## config.mk

```make
export PLATFORM = sky130hd
export DESIGN_NAME = atan2_div
export DESIGN_NICKNAME = d
export VERILOG_FILES = /design/src/sv/atan2_pkg.sv /design/src/sv/atan2_div.sv
export SDC_FILE = /design/constraint.sdc
export NUM_CORES = 2
export LEC_CHECK = 0
export ABC_AREA = 1
export BUFFER_PORTS_ARGS = -buffer_cell sky130_fd_sc_hd__buf_4
export CAP_MARGIN = 20
export CORE_UTILIZATION = 55
export CTS_BUF_LIST = sky130_fd_sc_hd__clkbuf_2 sky130_fd_sc_hd__clkbuf_4 sky130_fd_sc_hd__clkbuf_8
export DETAILED_ROUTE_END_ITERATION = 8
export PLACE_DENSITY = 0.69
export SETUP_SLACK_MARGIN = 0.3
export SLEW_MARGIN = 20
export SYNTH_ARGS = -nofsm -noshare
export SYNTH_HDL_FRONTEND = slang
export SYNTH_SLANG_ARGS = --single-unit
```

## constraint.sdc

```tcl
create_clock -name clk -period 2.42 [get_ports clk]
set_clock_uncertainty 0.05 [all_clocks]
set_input_delay 0.484 -clock clk [delete_from_list [all_inputs] [get_ports clk]]
set_output_delay 0.484 -clock clk [all_outputs]
set_load 0.01 [all_outputs]
```

## src/sv/atan2_pkg.sv

```systemverilog
// shared constants, types and helpers for the atan2 polynomial angle block
package atan2_pkg;

  // ratio and coefficient format
  localparam int unsigned QBITS = 24;
  localparam int unsigned RW    = QBITS + 1;
  localparam int unsigned ACCW  = 26;
  localparam int unsigned ANGLE_W = 32;

  // polynomial coefficients, Q24
  localparam logic signed [ACCW-1:0] C0 = 26'sd16774968;
  localparam logic signed [ACCW-1:0] C1 = -26'sd5541506;
  localparam logic signed [ACCW-1:0] C2 = 26'sd3022264;
  localparam logic signed [ACCW-1:0] C3 = -26'sd1428295;
  localparam logic signed [ACCW-1:0] C4 = 26'sd349555;

  // pi in Q32
  localparam logic [35:0] PI_Q32 = 36'd13493037705;

  // quadrant flags that travel with an item
  typedef struct packed {
    logic x_zero;
    logic y_zero;
    logic y_neg;
    logic x_neg;
    logic swap;
  } quad_t;

  // Q24 product, round half up via floor shift
  function automatic logic signed [ACCW-1:0] mul_q24(
    input logic signed [ACCW-1:0] a,
    input logic signed [ACCW-1:0] b
  );
    logic signed [2*ACCW-1:0] p;
    p = (a * b) + (52'sd1 <<< 23);
    return ACCW'(p >>> 24);
  endfunction

endpackage

```

## src/sv/atan2_div.sv

```systemverilog
// pipelined restoring divider, one quotient bit per stage
module atan2_div #(
  parameter int NW = 24,
  parameter int QW = 26
) (
  input  logic                  clk,
  input  logic                  rst_n,
  input  logic                  en,
  input  logic                  in_valid,
  input  logic [NW-1:0]         num,
  input  logic [NW-1:0]         den,
  input  atan2_pkg::quad_t      in_quad,
  output logic                  out_valid,
  output logic [QW-1:0]         quot,
  output atan2_pkg::quad_t      out_quad
);

  logic [NW:0]   rem_r  [QW+1];
  logic [NW-1:0] den_r  [QW+1];
  logic [QW-1:0] q_r    [QW+1];
  logic          v_r    [QW+1];
  atan2_pkg::quad_t quad_r [QW+1];

  // entry stage: numerator is below or equal to divisor
  always_ff @(posedge clk) begin
    if (!rst_n) begin
      v_r[0] <= 1'b0;
    end else if (en) begin
      v_r[0] <= in_valid;
    end
  end
  always_ff @(posedge clk) begin
    if (en) begin
      rem_r[0]  <= {1'b0, num};
      den_r[0]  <= den;
      q_r[0]    <= '0;
      quad_r[0] <= in_quad;
    end
  end

  // one quotient bit per stage, msb first; the first stage yields the integer bit
  for (genvar s = 0; s < QW; s++) begin : g_stage
    logic [NW+1:0] sh;
    logic [NW+1:0] diff;
    logic          ge;
    if (s == 0) begin : g_int
      assign sh = {1'b0, rem_r[s]};
    end else begin : g_frac
      assign sh = {rem_r[s], 1'b0};
    end
    assign diff = sh - {2'b00, den_r[s]};
    assign ge   = !diff[NW+1];
    always_ff @(posedge clk) begin
      if (!rst_n) begin
        v_r[s+1] <= 1'b0;
      end else if (en) begin
        v_r[s+1] <= v_r[s];
      end
    end
    always_ff @(posedge clk) begin
      if (en) begin
        rem_r[s+1]  <= ge ? diff[NW:0] : sh[NW:0];
        q_r[s+1]    <= {q_r[s][QW-2:0], ge};
        den_r[s+1]  <= den_r[s];
        quad_r[s+1] <= quad_r[s];
      end
    end
  end

  assign out_valid = v_r[QW];
  assign quot      = q_r[QW];
  assign out_quad  = quad_r[QW];

endmodule

```

==> results.md <==
- Most common cell in the synthesized netlist: nand2_1
- Unrepaired setup endpoints after global routing: true
- Filler cell count: 16.0k
- Crit Path Max Fanout: 10
- CP startpoint: rem_r[1][130]
- Initial antenna violation count: 7
- R2R setup slack: 8 ps
- XOR/XNOR Fraction of Synth Area: 1.76%
- Initial Util: 55.3%
- First-pass GRT wire length: 511000 µm
- Total wire length: 341000 µm
- Final routed DRC violation total: 0
- Mean area per synthesized cell: 7.94 µm²
- Final hold vios: 0
- RR Startpoint: rem_r[1][130]
- Largest family of logic cells by synthesized area: simple AND/OR/NAND/NOR gates
- Total I/O pin count: 89
- GPL Wtd Cong: 0.985
- Total power: 194000 µW
- Max_slew headroom: 59.9%
- Gr usage total: 31.7%
- Number of flops mapped to enable cells by yosys: 1785
- Top post-synthesis cells by area: edfxtp_1, nand2_1, inv_1
- Detailed Route Iter0 Violations: 9028
- Post-synth top flop: edfxtp_1
- Synth Area in Compound Gates: 2.30%
- Syn_nets: 14.9k
- Nets: 17.4k
- Worst-Margin Slew: 597 ps
- Post-synth top cells: nand2_1, inv_1, edfxtp_1
- Port bufs: 88
- Setup TNS: 0 ps
- Library cells used by synthesis: 42
- H-tree levels: 5
- Post-Synth Simple-Gate Area: 30.9%
- Period utilization: 99.7%
- Peak VDD IR: 0.000726 V
- Reg area: 53600 µm²
- Worst min-delay path class: in2reg
- CTS tree: built
- Final setup fails: 0
- Ratio of cells with drive above 1 in the final layout: 23.7%
- DR WL/cell: 17.4 µm
- Critical path's most frequent cell: nand2_1
- Capture point of the worst path: rem_r[1][169]
- Area of the die: 207000 µm²
- Final Max Tran Viols: 0
- Max-cap violations: 0
- Pwr/cell area: 1330 nW/µm²
- Vias per cell: 5.11
- Clock Sinks: 1786
- Worst r2r dst: rem_r[1][169]
- Detailed Routing Iterations Pass 1: 7
- Num rows: 166
- Highest clock rate: 0.415 GHz
- Vias: 100k
- Max incr delay on CP: 460 ps
- DP HPWL: 259000 µm
- Area of the multi-input gates: 53700 µm²
- Clk slew on worst S/H paths: 60 ps
- DRT antenna net count: 0
- Worst Setup End Kind: flip-flop
- Post-synthesis mux area share: 0%
- Worst path slowest cell: edfxtp_1
- Seq/Total Area, Yosys: 47.4%
- Tmin final: 2410 ps
- Die width: 455 µm
- Synth Area in Adders: 7.07%
- CP startpoint kind: flip-flop
- Ordered cell list for the critical path: ha_1 > nand2_1 > nand2_1 > nand2_1 > nand2_1 > inv_1 > nand3_2 > nand2_4 > nand3_4 > nand2_4 > nand2_4 > nand2_1 > nand2_1
- GRT overflow: 0
- Yosys top cell by area: edfxtp_1
- Inserted Clock Buffers: 313
- Leakage Power: 0.0749 µW
- Reg2reg path depth: 13
- Worst-skew pair later-pin latency: 1070 ps
- Outcome: finished, final reports clean
- Area Growth Syn to Fin: 29.3%
- Synthesized cell area: 113000 µm²
- CTS root buffer: clkbuf_8
- CTS Buffer Depth: 4
- Post-synth ARST share: 0%
- Ys Warns: 0
- Core area: 204000 µm²
- Synthesis-stage register bit count: 1786
- Vias in the first global route: 93.8k
- Area fraction of the dominant cell type after synthesis: 47.4%
- Crit Path Category: reg2reg
- Required time of the worst setup path: 3120 ps
- Critical path arrival: 3110 ps
- Largest net degree at the start of global routing: 91
- Die Ht: 455 µm
- Synthesized instance count: 14.2k
-- final cells by class --
cell class | count | share of cell area, %
clock buffer | 386 | 3.34
tap | 2688 | 2.30
multi-input combinational | 9442 | 36.7
inverter | 2921 | 7.50
antenna | 7 | 0.0120
sequential | 1786 | 36.7
clock inverter | 142 | 0.840
timing repair buffer | 2224 | 12.6
-- cell families (layout without fill, tap and decap cells) --
group,count (synthesis),in the layout
adder cells (fa/ha/maj),624,624
other,0,7
buffers and inverters,3035,5673
flip-flops,1786,1786
AND/OR/NAND/NOR,8114,8132
XOR/XNOR,227,227
AO/OA/AOI/OAI,459,459
-- stage by stage --
| stage | worst slack, ps | hold WS [ps] | utilization, % | cell area, µm² | cells |
|---|---|---|---|---|---|
| 2_1_floorplan | 342 | 350 | - | 113000 | 14200 |
| 3_3_place_gp | -215 | 350 | 63.2 | 129000 | 18500 |
| 3_5_place_dp | -163 | 355 | 63.2 | 129000 | 18500 |
| 4_1_cts | 93.9 | 4.27 | 69.2 | 141000 | 19400 |
| 5_1_grt | -132 | 39.8 | 71.5 | 146000 | 19600 |
| 6_report | 7.98 | 98.5 | 71.5 | 146000 | 19600 |
-- cell usage in the layout, fill, tap and decap left out, drive strengths merged, types with 29 or more instances in the layout --
master and count:
a21oi 367, buf 2159, clkbuf 390, clkinv 109, dlygate4sd3 60, edfxtp 1785, ha 599, inv 2912
nand2 5670, nand3 1320, nand3b 31, nand4 167, nor2 757, nor3 97, o21ai 29, o21bai 59
or2 49, xor2 201
-- worst max-delay path, delay by kind of cell (launching register included) --
family | cells | cell delay [ps]
buffers and inverters | 1 | 90
adders and majority gates | 1 | 370
and+or+nand+nor | 11 | 1120
DFF | 1 | 460
-- what timing repair did --
item | 4_1_cts | 5_1_grt
cloned | 16 | 13
setup buffers | 254 | 207
hold endpoints to repair | 129 | 0
setup endpoints to repair | 680 | 680
pin swaps | 253 | 218
hold buffers | 60 | 0
resized for setup | 564 | 548
-- flip-flops by register name (all words and copies together), names as in the netlist --
signal  flops
rem_r     649
quad_r    135
den_r     624
v_r        27
q_r       351
-- where the power goes --
part,switching [µW],internal (µW)
combinational,65800,48200
sequential,7040,45000
clock,12700,15500
total,85500,109000
-- metal layers --
layer  track usage [%]  wire length (µm)
met3              4.09             21900
met5                 0                13
met4              12.4             14900
met2              53.6            162000
met1              41.4            142000
-- worst min-delay path by stage --
stage / startpoint / to / slack [ps] / cells past startpoint
floorplan: q_r[0][78] / q_r[0][105] / 350 / 0
global placement: q_r[1][137] / q_r[1][164] / 350 / 0
detailed placement: q_r[0][104] / q_r[0][131] / 350 / 0
CTS: den[4] / den_r[0][4] / 4 / 2
global route: den[4] / den_r[0][4] / 40 / 2
finish: in_quad[4] / quad_r[0][4] / 100 / 2
Power figures use the tool's default switching activity.
